File: src/rtl/assert_macros.svh
// Assertion macros shared by the RTL files of the step sequencer.
`ifndef ASSERT_MACROS_SVH
`define ASSERT_MACROS_SVH

// The consequent must hold in the same cycle as the antecedent.
`define ASSERT_IMPLIES(label, clk, rst, ante, cons) \
   label: assert property (@(posedge clk) disable iff (rst) (ante) |-> (cons)) \
      else $error("assertion failed");

// The consequent must hold in the cycle after the antecedent.
`define ASSERT_NEXT(label, clk, rst, ante, cons) \
   label: assert property (@(posedge clk) disable iff (rst) (ante) |=> (cons)) \
      else $error("assertion failed");

`endif

File: src/rtl/ssg_pkg.sv
// Package with the types and constants of the swing step sequencer.
package ssg_pkg;

   // Default number of entries in the step table.
   localparam int SSG_STEPS = 16;

   // Input word kinds.
   localparam logic [2:0] KIND_TICK  = 3'd0;
   localparam logic [2:0] KIND_PLAY  = 3'd1;
   localparam logic [2:0] KIND_STOP  = 3'd2;
   localparam logic [2:0] KIND_RESET = 3'd3;
   localparam logic [2:0] KIND_WRITE = 3'd4;

   // Control register indexes.
   localparam logic [2:0] CSR_ENABLED     = 3'd0;
   localparam logic [2:0] CSR_STEP_COUNT  = 3'd1;
   localparam logic [2:0] CSR_STEP_PERIOD = 3'd2;
   localparam logic [2:0] CSR_SWING       = 3'd3;
   localparam logic [2:0] CSR_GLOBAL_GATE = 3'd4;

   // Control register reset values.
   localparam logic        ENABLED_RST     = 1'b1;
   localparam logic [4:0]  STEP_COUNT_RST  = 5'd16;
   localparam logic [31:0] STEP_PERIOD_RST = 32'd1536000;
   localparam logic [7:0]  SWING_RST       = 8'd0;
   localparam logic [8:0]  GLOBAL_GATE_RST = 9'd256;

   // Fixed-point limits.
   localparam logic [31:0] PERIOD_MIN = 32'd256;
   localparam logic [7:0]  SWING_MAX  = 8'd128;
   localparam logic [8:0]  GATE_MIN   = 9'd3;
   localparam logic [8:0]  GATE_ONE   = 9'd256;

   // Datapath widths: Q26.8 phase, step length, multiplier operands.
   localparam int PHASE_W = 34;
   localparam int LEN_W   = 33;
   localparam int MUL_A_W = 42;
   localparam int MUL_B_W = 9;
   localparam int PROD_W  = MUL_A_W + MUL_B_W;
   localparam logic [PHASE_W-1:0] PHASE_MAX = {PHASE_W{1'b1}};
   localparam logic [PHASE_W-1:0] PHASE_ONE = PHASE_W'(256);

   // One step table entry.
   typedef struct packed {
      logic       active;
      logic [6:0] note;
      logic [6:0] velocity;
      logic [8:0] gate;
      logic       tie;
   } entry_type;

   // One result word.
   typedef struct packed {
      logic       note_off_valid;
      logic [6:0] note_off_number;
      logic       note_on_valid;
      logic [6:0] note_on_number;
      logic [6:0] note_on_velocity;
      logic       stepped;
      logic [3:0] step_number;
   } result_type;

endpackage

File: src/rtl/ssg_ram.sv
// Generic single-port-write, single-port-read RAM with registered read data.
module ssg_ram #(
   parameter int WIDTH = 8,
   parameter int DEPTH = 16,
   parameter int AW    = (DEPTH > 1) ? $clog2(DEPTH) : 1
) (
   input  logic             clock,
   input  logic             wr_en,
   input  logic [AW-1:0]    wr_addr,
   input  logic [WIDTH-1:0] wr_data,
   input  logic [AW-1:0]    rd_addr,
   output logic [WIDTH-1:0] rd_data
);

   logic [WIDTH-1:0] mem_ff [DEPTH];
   logic [WIDTH-1:0] rd_data_ff;

   // Write port and registered read port.
   always_ff @(posedge clock) begin
      if (wr_en) begin
         mem_ff[wr_addr] <= wr_data;
      end
      rd_data_ff <= mem_ff[rd_addr];
   end

   assign rd_data = rd_data_ff;

endmodule

File: src/rtl/step_sequencer_swing_gate.sv
// Top level of the sample-rate step sequencer with swing and gate timing.
// Each request word is a sample tick, a play, stop or reset command, or a
// write of one step table entry, and each yields exactly one response word.
// Commands, writes and ticks while stopped or disabled go straight to the
// response stage. A running tick reads the step entry from the table RAM while
// one shared 42x9 multiplier forms the step length, then length times step
// gate, then times the global gate, and a compare stage decides the note
// events. A tick that crosses a step boundary then runs a remainder, one bit
// per cycle over CW = clog2(STEPS+1) bits (5 for 16 steps), that wraps the step
// index at the step count. The response register lets the next word be
// accepted while a response still waits. The step table resets to rests
// through per-entry valid bits.
`include "assert_macros.svh"

module step_sequencer_swing_gate
   import ssg_pkg::*;
#(
   parameter int STEPS = SSG_STEPS
) (
   input  logic        clock,
   input  logic        reset,
   // Request channel.
   input  logic        req_valid,
   output logic        req_ready,
   input  logic [2:0]  req_kind,
   input  logic [3:0]  req_write_index,
   input  logic        req_step_active,
   input  logic [6:0]  req_step_note,
   input  logic [6:0]  req_step_velocity,
   input  logic [8:0]  req_step_gate,
   input  logic        req_step_tie,
   // Response channel.
   output logic        rsp_valid,
   input  logic        rsp_ready,
   output logic        rsp_note_off_valid,
   output logic [6:0]  rsp_note_off_number,
   output logic        rsp_note_on_valid,
   output logic [6:0]  rsp_note_on_number,
   output logic [6:0]  rsp_note_on_velocity,
   output logic        rsp_stepped,
   output logic [3:0]  rsp_step_number,
   // Control register port.
   input  logic        csr_write_enable,
   input  logic [2:0]  csr_index,
   input  logic [31:0] csr_data
);

   // Widths that follow from the table depth.
   localparam int IW = (STEPS > 1) ? $clog2(STEPS) : 1;
   localparam int CW = $clog2(STEPS + 1);
   localparam int DW = 2 * CW;
   localparam int KW = (CW > 1) ? $clog2(CW) : 1;

   // Sequencer state codes.
   localparam logic [2:0] S_IDLE     = 3'd0;
   localparam logic [2:0] S_READ     = 3'd1;
   localparam logic [2:0] S_MUL_GATE = 3'd2;
   localparam logic [2:0] S_MUL_GLOB = 3'd3;
   localparam logic [2:0] S_DECIDE   = 3'd4;
   localparam logic [2:0] S_WRAP     = 3'd5;
   localparam logic [2:0] S_DONE     = 3'd6;

   logic [2:0]         state_ff, state_in;

   // Control registers.
   logic               enabled_ff, enabled_in;
   logic [4:0]         step_count_ff, step_count_in;
   logic [31:0]        step_period_ff, step_period_in;
   logic [7:0]         swing_ff, swing_in;
   logic [8:0]         global_gate_ff, global_gate_in;

   // Sequencer state.
   logic [PHASE_W-1:0] phase_ff, phase_in;
   logic [IW-1:0]      cur_step_ff, cur_step_in;
   logic               running_ff, running_in;
   logic               sounding_ff, sounding_in;
   logic [6:0]         sounding_note_ff, sounding_note_in;
   logic [STEPS-1:0]   entry_valid_ff, entry_valid_in;

   // Per-tick working registers.
   entry_type          entry_ff, entry_in;
   logic [LEN_W-1:0]   len_ff, len_in;
   logic [PROD_W-1:0]  prod_ff;
   logic [DW-1:0]      rem_ff, rem_in;
   logic [KW-1:0]      bit_ff, bit_in;
   result_type         res_ff, res_in;

   // Response register.
   logic               rsp_valid_ff, rsp_valid_in;
   result_type         rsp_ff, rsp_in;

   // Table RAM and datapath signals.
   logic               ram_wr_en;
   logic [IW-1:0]      ram_wr_addr;
   entry_type          ram_wr_data;
   logic [$bits(entry_type)-1:0] ram_rd_data;
   entry_type          entry_rd;
   logic               req_accept;
   logic               write_in_range;
   logic [31:0]        period_eff;
   logic [7:0]         swing_eff;
   logic [8:0]         gate_eff;
   logic [8:0]         swing_factor;
   logic [CW-1:0]      count_eff;
   logic [MUL_A_W-1:0] mul_a;
   logic [MUL_B_W-1:0] mul_b;
   logic [PROD_W-1:0]  product;
   logic [LEN_W-1:0]   len_now;
   logic [LEN_W-1:0]   gate_time;
   logic               gate_hit;
   logic               boundary;
   logic [DW-1:0]      wrap_sub;

   assign req_ready  = (state_ff == S_IDLE);
   assign req_accept = req_valid && req_ready;

   // Step table write: the gate is saturated to one before it is stored.
   assign write_in_range       = (32'(req_write_index) < STEPS);
   assign ram_wr_en            = req_accept && (req_kind == KIND_WRITE) && write_in_range;
   assign ram_wr_addr          = IW'(req_write_index);
   assign ram_wr_data.active   = req_step_active;
   assign ram_wr_data.note     = req_step_note;
   assign ram_wr_data.velocity = req_step_velocity;
   assign ram_wr_data.gate     = (req_step_gate > GATE_ONE) ? GATE_ONE : req_step_gate;
   assign ram_wr_data.tie      = req_step_tie;

   ssg_ram #(
      .WIDTH ($bits(entry_type)),
      .DEPTH (STEPS),
      .AW    (IW)
   ) u_table (
      .clock   (clock),
      .wr_en   (ram_wr_en),
      .wr_addr (ram_wr_addr),
      .wr_data (ram_wr_data),
      .rd_addr (cur_step_ff),
      .rd_data (ram_rd_data)
   );

   // An entry never written reads as an inactive rest.
   assign entry_rd = entry_valid_ff[cur_step_ff] ? entry_type'(ram_rd_data) : '0;

   // Effective register values after clamping.
   assign period_eff   = (step_period_ff < PERIOD_MIN) ? PERIOD_MIN : step_period_ff;
   assign swing_eff    = (swing_ff > SWING_MAX) ? SWING_MAX : swing_ff;
   assign gate_eff     = (global_gate_ff < GATE_MIN) ? GATE_MIN :
                         ((global_gate_ff > GATE_ONE) ? GATE_ONE : global_gate_ff);
   assign swing_factor = cur_step_ff[0] ? (GATE_ONE + 9'(swing_eff))
                                        : (GATE_ONE - 9'(swing_eff));
   assign count_eff    = (step_count_ff == 5'd0) ? CW'(1) :
                         ((32'(step_count_ff) > STEPS) ? CW'(STEPS) : CW'(step_count_ff));

   // Shared multiplier: step length, then times step gate, then times global gate.
   assign len_now = prod_ff[LEN_W+7:8];

   always_comb begin
      case (state_ff)
         S_READ: begin
            mul_a = MUL_A_W'(period_eff);
            mul_b = swing_factor;
         end
         S_MUL_GATE: begin
            mul_a = MUL_A_W'(len_now);
            mul_b = entry_rd.gate;
         end
         S_MUL_GLOB: begin
            mul_a = prod_ff[MUL_A_W-1:0];
            mul_b = gate_eff;
         end
         default: begin
            mul_a = '0;
            mul_b = '0;
         end
      endcase
   end

   assign product = PROD_W'(mul_a) * PROD_W'(mul_b);

   // Gate and boundary decisions on the advanced phase.
   assign gate_time = prod_ff[LEN_W+15:16];
   assign gate_hit  = sounding_ff && !entry_ff.tie && (phase_ff >= PHASE_W'(gate_time));
   assign boundary  = (phase_ff >= PHASE_W'(len_ff));

   // One remainder bit per cycle for the step index wrap.
   assign wrap_sub = DW'(count_eff) << bit_ff;

   // Next-state logic.
   always_comb begin
      state_in         = state_ff;
      enabled_in       = enabled_ff;
      step_count_in    = step_count_ff;
      step_period_in   = step_period_ff;
      swing_in         = swing_ff;
      global_gate_in   = global_gate_ff;
      phase_in         = phase_ff;
      cur_step_in      = cur_step_ff;
      running_in       = running_ff;
      sounding_in      = sounding_ff;
      sounding_note_in = sounding_note_ff;
      entry_valid_in   = entry_valid_ff;
      entry_in         = entry_ff;
      len_in           = len_ff;
      rem_in           = rem_ff;
      bit_in           = bit_ff;
      res_in           = res_ff;
      rsp_valid_in     = rsp_valid_ff && !rsp_ready;
      rsp_in           = rsp_ff;

      // Control register writes.
      if (csr_write_enable) begin
         case (csr_index)
            CSR_ENABLED:     enabled_in     = csr_data[0];
            CSR_STEP_COUNT:  step_count_in  = csr_data[4:0];
            CSR_STEP_PERIOD: step_period_in = csr_data;
            CSR_SWING:       swing_in       = csr_data[7:0];
            CSR_GLOBAL_GATE: global_gate_in = csr_data[8:0];
            default: ;
         endcase
      end

      case (state_ff)
         S_IDLE: begin
            if (req_accept) begin
               res_in   = '0;
               state_in = S_DONE;
               case (req_kind)
                  KIND_TICK: begin
                     if (enabled_ff && running_ff) begin
                        phase_in = (phase_ff > (PHASE_MAX - PHASE_ONE)) ? PHASE_MAX
                                                                       : phase_ff + PHASE_ONE;
                        state_in = S_READ;
                     end
                  end
                  KIND_PLAY: begin
                     running_in       = 1'b1;
                     phase_in         = PHASE_W'(period_eff);
                     cur_step_in      = '0;
                     sounding_in      = 1'b0;
                     sounding_note_in = '0;
                  end
                  KIND_STOP: begin
                     running_in       = 1'b0;
                     phase_in         = '0;
                     cur_step_in      = '0;
                     sounding_in      = 1'b0;
                     sounding_note_in = '0;
                  end
                  KIND_RESET: begin
                     phase_in    = '0;
                     cur_step_in = '0;
                  end
                  KIND_WRITE: begin
                     if (write_in_range) begin
                        entry_valid_in[ram_wr_addr] = 1'b1;
                     end
                  end
                  default: ;
               endcase
            end
         end
         S_READ: begin
            state_in = S_MUL_GATE;
         end
         S_MUL_GATE: begin
            entry_in = entry_rd;
            len_in   = len_now;
            state_in = S_MUL_GLOB;
         end
         S_MUL_GLOB: begin
            state_in = S_DECIDE;
         end
         S_DECIDE: begin
            // A sounding note is released at the gate time, unless the step is tied, or at the boundary.
            if (sounding_ff && (gate_hit || boundary)) begin
               res_in.note_off_valid  = 1'b1;
               res_in.note_off_number = sounding_note_ff;
            end
            if (boundary) begin
               phase_in           = phase_ff - PHASE_W'(len_ff);
               res_in.stepped     = 1'b1;
               res_in.step_number = 4'(cur_step_ff);
               sounding_in        = entry_ff.active;
               if (entry_ff.active) begin
                  sounding_note_in        = entry_ff.note;
                  res_in.note_on_valid    = 1'b1;
                  res_in.note_on_number   = entry_ff.note;
                  res_in.note_on_velocity = entry_ff.velocity;
               end
               rem_in   = DW'(cur_step_ff) + DW'(1);
               bit_in   = KW'(CW - 1);
               state_in = S_WRAP;
            end else begin
               sounding_in = sounding_ff && !gate_hit;
               state_in    = S_DONE;
            end
         end
         S_WRAP: begin
            // Restoring remainder of the next index by the step count.
            if (rem_ff >= wrap_sub) begin
               rem_in = rem_ff - wrap_sub;
            end
            if (bit_ff == '0) begin
               cur_step_in = rem_in[IW-1:0];
               state_in    = S_DONE;
            end else begin
               bit_in = bit_ff - KW'(1);
            end
         end
         S_DONE: begin
            if (!rsp_valid_ff || rsp_ready) begin
               rsp_valid_in = 1'b1;
               rsp_in       = res_ff;
               state_in     = S_IDLE;
            end
         end
         default: begin
            state_in = S_IDLE;
         end
      endcase
   end

   // Control registers and sequencer state.
   always_ff @(posedge clock) begin
      if (reset) begin
         state_ff         <= S_IDLE;
         enabled_ff       <= ENABLED_RST;
         step_count_ff    <= STEP_COUNT_RST;
         step_period_ff   <= STEP_PERIOD_RST;
         swing_ff         <= SWING_RST;
         global_gate_ff   <= GLOBAL_GATE_RST;
         phase_ff         <= '0;
         cur_step_ff      <= '0;
         running_ff       <= 1'b0;
         sounding_ff      <= 1'b0;
         sounding_note_ff <= '0;
         entry_valid_ff   <= '0;
         rsp_valid_ff     <= 1'b0;
      end else begin
         state_ff         <= state_in;
         enabled_ff       <= enabled_in;
         step_count_ff    <= step_count_in;
         step_period_ff   <= step_period_in;
         swing_ff         <= swing_in;
         global_gate_ff   <= global_gate_in;
         phase_ff         <= phase_in;
         cur_step_ff      <= cur_step_in;
         running_ff       <= running_in;
         sounding_ff      <= sounding_in;
         sounding_note_ff <= sounding_note_in;
         entry_valid_ff   <= entry_valid_in;
         rsp_valid_ff     <= rsp_valid_in;
      end
   end

   // Working and payload registers.
   always_ff @(posedge clock) begin
      entry_ff <= entry_in;
      len_ff   <= len_in;
      prod_ff  <= product;
      rem_ff   <= rem_in;
      bit_ff   <= bit_in;
      res_ff   <= res_in;
      rsp_ff   <= rsp_in;
   end

   // Response ports.
   assign rsp_valid            = rsp_valid_ff;
   assign rsp_note_off_valid   = rsp_ff.note_off_valid;
   assign rsp_note_off_number  = rsp_ff.note_off_number;
   assign rsp_note_on_valid    = rsp_ff.note_on_valid;
   assign rsp_note_on_number   = rsp_ff.note_on_number;
   assign rsp_note_on_velocity = rsp_ff.note_on_velocity;
   assign rsp_stepped          = rsp_ff.stepped;
   assign rsp_step_number      = rsp_ff.step_number;

   // The step index always stays inside the table.
   `ASSERT_IMPLIES(step_in_table_a, clock, reset, 1'b1, 32'(cur_step_ff) < STEPS)
   // A note-on is only ever issued on a step boundary.
   `ASSERT_IMPLIES(note_on_stepped_a, clock, reset, rsp_valid && rsp_note_on_valid, rsp_stepped)
   // Commands and writes go straight to the response stage.
   `ASSERT_NEXT(cmd_done_a, clock, reset, req_accept && (req_kind != KIND_TICK), state_ff == S_DONE)

endmodule

File: config.mk
export PLATFORM = sky130hd
export DESIGN_NAME = step_sequencer_swing_gate
export DESIGN_NICKNAME = d
export VERILOG_FILES = /design/src/rtl/ssg_pkg.sv /design/src/rtl/ssg_ram.sv /design/src/rtl/step_sequencer_swing_gate.sv
export VERILOG_INCLUDE_DIRS = /design/src /design/src/rtl
export SDC_FILE = /design/constraint.sdc
export NUM_CORES = 2
export LEC_CHECK = 0
export BUFFER_PORTS_ARGS = -buffer_cell sky130_fd_sc_hd__buf_2
export CORE_MARGIN = 3
export CORE_UTILIZATION = 60
export DETAILED_ROUTE_END_ITERATION = 12
export GPL_TIMING_DRIVEN = 0
export PLACE_DENSITY = 0.81
export SYNTH_ARGS = -nofsm -noshare
export SYNTH_HDL_FRONTEND = slang
export SYNTH_SLANG_ARGS = --single-unit
File: constraint.sdc
create_clock -name clock -period 8.78 [get_ports clock]
set_input_delay 1.756 -clock clock [delete_from_list [all_inputs] [get_ports clock]]
set_output_delay 1.756 -clock clock [all_outputs]
set_load 0.05 [all_outputs]
=== After elaboration in Yosys (flattened, before gate mapping) ===
Memory sizes are Yosys's and may differ from the RTL's. A register that Yosys moved wholly into a read port is not among the register bits.
Cells that the tools add are included.

* Register bits: 289
* Bits in writable memories: 400
* Input bits: 72
* Output and inout port bits: 30
* Logic and storage cells: 189
* Memories: 1

* $add $sub $neg: 7
* Multiply operators: 1
* Magnitude comparators: 13
* Eq/ne operators: 26
* Shift-type cells: 1
* Multiplexer cells: 57
* Bitwise operators: 1
* Reduce and logical (&&, ||, !) cells: 46

{| class="wikitable"
|+ Memory list
! memory !! words !! width !! rd ports !! clocked after Yosys merged registers in !! write ports !! line !! source
|-
| u_table.mem_ff || 16 || 25 || 1 || 1 || 1 || ssg_ram.sv:15 || <nowiki>logic [WIDTH-1:0] mem_ff [DEPTH];</nowiki>
|}

{| class="wikitable"
|+ Operators with widths
! cell !! count
|-
| two-way mux 34 bit || 4
|-
| one-hot mux 42 bit (3 select lines) || 1
|-
| one-hot mux 34 bit (3 select lines) || 1
|-
| greater-or-equal comparator 34 x 33 -> 1 bit || 2
|-
| one-hot mux 34 bit (2 select lines) || 1
|-
| one-hot mux 28 bit (2 select lines) || 1
|-
| multiplier 42 x 9 -> 49 bit || 1
|-
| two-way mux 9 bit || 4
|-
| adder 34 x 9 -> 34 bit (second input constant) || 1
|-
| greater-than comparator 34 bit (second input constant) || 1
|-
| subtractor 34 x 33 -> 34 bit || 1
|-
| less-than comparator 32 x 9 -> 1 bit (second input constant) || 1
|-
| two-way mux 32 bit || 1
|-
| two-way mux 10 bit || 3
|-
| two-way mux 28 bit || 1
|-
| two-way mux 7 bit || 4
|-
| one-hot mux 9 bit (3 select lines) || 1
|-
| AND reduction 3 bit || 8
|-
| two-way mux 3 bit || 7
|-
| one-hot mux 3 bit (7 select lines) || 1
|-
| two-way mux 20 bit || 1
|-
| one-hot mux 10 bit (2 select lines) || 1
|-
| == test 3 x 2 -> 1 bit (second input constant) || 6
|-
| greater-than comparator 9 bit (second input constant) || 2
|-
| other kinds (42) || 97
|}

=== Logic depth before layout (Yosys ltp) ===
* Depth in word-level cells: 8
* Gate-level depth with buffers: 30
* Gate-level depth less buffers: 27

=== By module ===
Synthesis repeated with hierarchy kept, for this count alone.

* Cell total of the unflattened synthesis: 3710
* Area, all modules: 41932.7 sq um

{| class="wikitable"
|+ By module, submodules not included
! module !! times used !! cells an instance !! area each (sq um)
|-
| step_sequencer_swing_gate || 1 || 3050 || 26381.6
|-
| ssg_ram || 1 || 660 || 15551.2
|}

=== Worst setup path after synthesis ===
Ideal clock, no wire load.

* Path type: register -> register
* From: register state_ff[1]
* To: register prod_ff[48]
* Setup time: 0.128 ns
* Arrival: 7.803 ns
* Slack: 0.849 ns
* Cell stages (with the launch flop): 25
* Buffers on the path: 3
* Period minus slack after synthesis: 7.931 ns
* Cells stage by stage: dfxtp_1 -> nor2b_1 -> clkbuf_1 -> and2_1 -> clkbuf_1 -> a22oi_1 -> and2_1 -> buf_1 -> nor2_1 -> fa_1 -> fa_1 -> fa_1 -> inv_1 -> fa_1 -> inv_1 -> ha_1 -> o21ai_0 -> a2111oi_0 -> o21ai_0 -> a211o_1 -> a2111oi_0 -> nor3_1 -> o31ai_1 -> mux2i_1 -> nand4_1

* Cells in the longest elaborated chain, start to end: 3

{| class="wikitable"
|+ RTL lines
! what !! line !! source
|-
| start: declaration || step_sequencer_swing_gate.sv:63 || <nowiki>logic [2:0] state_ff, state_in;</nowiki>
|-
| start signal: assignment || step_sequencer_swing_gate.sv:339 || <nowiki>state_ff <= state_in;</nowiki>
|-
| == test 3 x 2 -> 1 bit / == test 3 x 1 -> 1 bit (equally long branches) || step_sequencer_swing_gate.sv:157 || <nowiki>case (state_ff)</nowiki>
|-
| one-hot mux 42 bit (3 select lines) / one-hot mux 9 bit (3 select lines) (equally long branches) || step_sequencer_swing_gate.sv:157 ||
|-
| multiplier 42 x 9 -> 49 bit (*) || step_sequencer_swing_gate.sv:177 || <nowiki>assign product = PROD_W'(mul_a) * PROD_W'(mul_b);</nowiki>
|-
| net product[48] || step_sequencer_swing_gate.sv:107 || <nowiki>logic [PROD_W-1:0] product;</nowiki>
|-
| end signal: assignment || step_sequencer_swing_gate.sv:359 || <nowiki>prod_ff <= product;</nowiki>
|-
| end: declaration || step_sequencer_swing_gate.sv:83 || <nowiki>logic [PROD_W-1:0] prod_ff;</nowiki>
|}

Mark *: on every way through the listed nets, which the timed path passes. The rest lies on a longest branch.
A chain may end at the register's enable or synchronous reset.

=== Worst setup path in the final report ===
* From: register cur_step_ff[1]
* To: register prod_ff[48]

* Cells in the longest elaborated chain, start to end: 5

{| class="wikitable"
|+ RTL lines
! what !! line !! source
|-
| start: declaration || step_sequencer_swing_gate.sv:74 || <nowiki>logic [IW-1:0] cur_step_ff, cur_step_in;</nowiki>
|-
| start signal: assignment || step_sequencer_swing_gate.sv:346 || <nowiki>cur_step_ff <= cur_step_in;</nowiki>
|-
| binary-select mux 1 bit (select 4 bit) || step_sequencer_swing_gate.sv:141 || <nowiki>assign entry_rd = entry_valid_ff[cur_step_ff] ? entry_type'(ram_rd_data) : '0;</nowiki>
|-
| two-way mux 1 bit (implied by the code) || step_sequencer_swing_gate.sv:141 ||
|-
| two-way mux 10 bit || step_sequencer_swing_gate.sv:141 ||
|-
| one-hot mux 9 bit (3 select lines) || step_sequencer_swing_gate.sv:157 ||
|-
| multiplier 42 x 9 -> 49 bit || step_sequencer_swing_gate.sv:177 ||
|-
| net product[48] || step_sequencer_swing_gate.sv:107 ||
|}

The timed path passes the listed nets, and every way through them passes these cells. The select of a mux whose other input is x is not followed.

==> qor.yml <==
ff2ff_path_depth: 29
numCtsBuffers: 73
hpwl_mm: 91.5
antenna_found_initial: 10
setup_viol: 0
finalHoldViolCount: 0
ant_nets: 0
final_nets: 4473
netlist_instances: 3766
cp-end-kind: "flop"
ys_ff_latch: 714
fin_area_mm2: 0.0473
power_density_mw_per_mm2: 176
fmax_mhz: 117
placed_cell_area_mm2: 0.0446
die_w_um: 272
maxSlewHeadroom_pct: 10.2
grt_max_degree: 59
postRouteWirelength_mm: 133
numPortBuffers: 99
critPathMostFrequentCell: "fa_1"
r2r_setup_slack_ns: 0.21
crit_buf_inv: 8
synth_top_family_by_area: "adder cells"
synth_edf_count: 518
synth_area_mm2: 0.0424
layout-drive-gt1-share_pct: 11.6
slowest_stage: "mux4_2"
grt_remaining_overflow: 0
critPathCapture: "prod_ff[48]"
dr.first_iter.drc_count: 3925
cap_violations: 0
clockRootBuffer: "clkbuf_16"
ys.flop_type: "edfxtp_1"
whs_path_depth: 0
layout_common_cells: "518 x edfxtp_1, 431 x inv_1, 387 x nor2_1"
yosys.area_share.simple_pct: 12.1
fin_crit_sh_pct: 97.6
clock_latency_ns: 0.68
grt_pass1_wl_mm: 199
yosysWarningCount: 0
cts_tree: "yes"
yosysUniqueCellTypes: 78
fill_cells: 4914
grt_pass1_vias: 32000
syn_to_final_growth_pct: 11.5
crit_type: "reg -> reg"
finClkSkew_ns: 0.0658
yosys.area.top_type: "edfxtp_1"
leakagePower_nw: 18.5
num_vias: 32000
cp_num_cells: 29
clk_pin_slew_ns: 0.06
async_reset_ff_share_pct: 0
slowest_delay_ns: 0.57
whs_ns: 0.406
critPathArrivalTime_ns: 9.00
synth_area_leaders: "edfxtp_1 37%, fa_1 13%, dfxtp_1 9.3%"
yosysTopAreaCellShare_pct: 36.7
crit_start: "cur_step_ff[1]"
grt_use_met2_pct: 58.0
slew_violations: 0
synth.avg_cell_area_um2: 11.3
grt_use_met3_pct: 6.86
worst_path_dominant_cell_family: "adder cells"
synth_xor_area_share_pct: 2.00
hp-class: "reg -> reg"
core_mm2: 0.0693
num_io_pins: 102
synth_compound_area_share_pct: 8.84
cts_sinks: 714
place_congestion: 1.01
synth.mux.area_fraction_pct: 8.00
status: "finished, final reports clean"
synth_fa_ha_area_share_pct: 17.6
use_met1_pct: 45.2
worst_pin_slew_ns: 1.35
clockBufferDepth: 3
cp.required_ns: 9.21
drc_errors: 0
finalCriticalPeriod_ns: 8.57
reg2reg_to: "prod_ff[48]"
grt_use_total_pct: 36.2
worst_setup_path_start_kind: "flop"
critPathMaxFanout: 10
drt-vias-per-instance: 6.44
wire_per_inst_um: 26.8
chipHeight_um: 272
r2r-start: "cur_step_ff[1]"
rows: 96
mappedNetlistNets: 4266
ctsHtreeMaxLevel: 3
start_util_pct: 61.2
dieArea_mm2: 0.0739
layout_commonest_cell: "edfxtp_1"
busiest_layer: "met2"
max-vdd-ir-drop_uv: 245
dr.pass1.iters: 9
ys_seq_area_share_pct: 46.0
-- repair_timing --
action                                  4_1_cts  5_1_grt
gates cloned                                  0        0
pin swaps                                     4        3
buffers inserted                              5        3
hold buffers                                  0        0
resized for setup                            19       41
endpoints found under the setup margin       24       10
-- cell type report --
class | instances | area [µm²] | share of cell area (%)
sequential | 714 | 19500 | 41.2
inverter | 433 | 1630 | 3.44
multi-input combinational | 2445 | 20800 | 44.0
buffer | 173 | 729 | 1.54
clock inverter | 47 | 522 | 1.10
timing repair buffer | 133 | 971 | 2.05
clock buffer | 89 | 1930 | 4.08
antenna | 9 | 22.5 | 0.0477
tap | 931 | 1160 | 2.47
-- logic make-up after synthesis --
| family | after synthesis |
|---|---|
| XOR/XNOR | 97 |
| flip-flops | 714 |
| AO/OA/AOI/OAI | 595 |
| multiplexers | 176 |
| AND/OR/NAND/NOR | 1149 |
| buffers and inverters | 607 |
| adder cells (fa/ha/maj) | 428 |
-- worst min path at each step --
stage / endpoint / start
2_1_floorplan: rsp_note_off_number[0] / res_ff[20]
6_report: rsp_note_on_number[6] / res_ff[18]
4_1_cts: rsp_note_on_number[6] / res_ff[18]
3_3_place_gp: rsp_step_number[1] / res_ff[1]
5_1_grt: rsp_step_number[1] / res_ff[1]
3_5_place_dp: rsp_note_off_number[5] / res_ff[25]
-- per-stage QoR --
stage	setup WS (ns)	util (%)	power (mW)	cells	TNS, ns
5_1_grt	-0.0308	68.2	8.54	4970	-0.0308
3_3_place_gp	-2.03	63.6	5.12	4796	-26.58
2_1_floorplan	0.849	-	4.71	3766	0
3_5_place_dp	-1.45	64.3	5.15	4824	-11.13
6_report	0.211	68.2	8.33	4974	0
4_1_cts	0.0126	68.0	8.29	4965	0
-- routing by layer --
layer / vias up / share of wire (%)
met5: - / 0.026
met3: 589 / 10
met1: 15700 / 35
met4: 6 / 8.4
met2: 2267 / 47
li1: 13500 / -
-- sequential cells by signal (all words and copies together) (netlist names), 5 cells and up --
register	flops
phase_ff	34
step_period_ff	32
rem_ff	10
prod_ff	49
u_table.mem_ff	400
u_table.rd_data	25
rsp_note_on_number	7
rsp_note_on_velocity	7
res_ff	28
entry_valid_ff	16
sounding_note_ff	7
entry_ff	16
swing_ff	8
step_count_ff	5
global_gate_ff	9
len_ff	33
rsp_note_off_number	7
-- synthesized netlist by cell type (13+ instances only) --
cell / n
mux2i_1: 34
ha_1: 146
a21oi_1: 246
nand2_1: 381
buf_2: 17
xnor2_1: 58
dfxtp_1: 196
a21o_1: 49
mux2_2: 13
and2_1: 33
nor4_1: 15
and3_1: 42
nor2_1: 399
inv_1: 431
nand2b_1: 43
o211ai_1: 15
mux4_2: 129
a31oi_1: 14
xor2_1: 39
fa_1: 282
buf_1: 23
nand3b_1: 13
o21a_1: 14
o21ai_0: 88
clkbuf_1: 134
nor2b_1: 41
nand3_1: 60
edfxtp_1: 518
nor3_1: 54
a211oi_1: 50
nand4_1: 30
-- power breakdown --
part	internal [mW]	switching [mW]
Sequential	3.77	0.0917
Combinational	0.374	0.904
Clock	1.73	1.46
No activity file was read; power rests on OpenSTA's default activity.
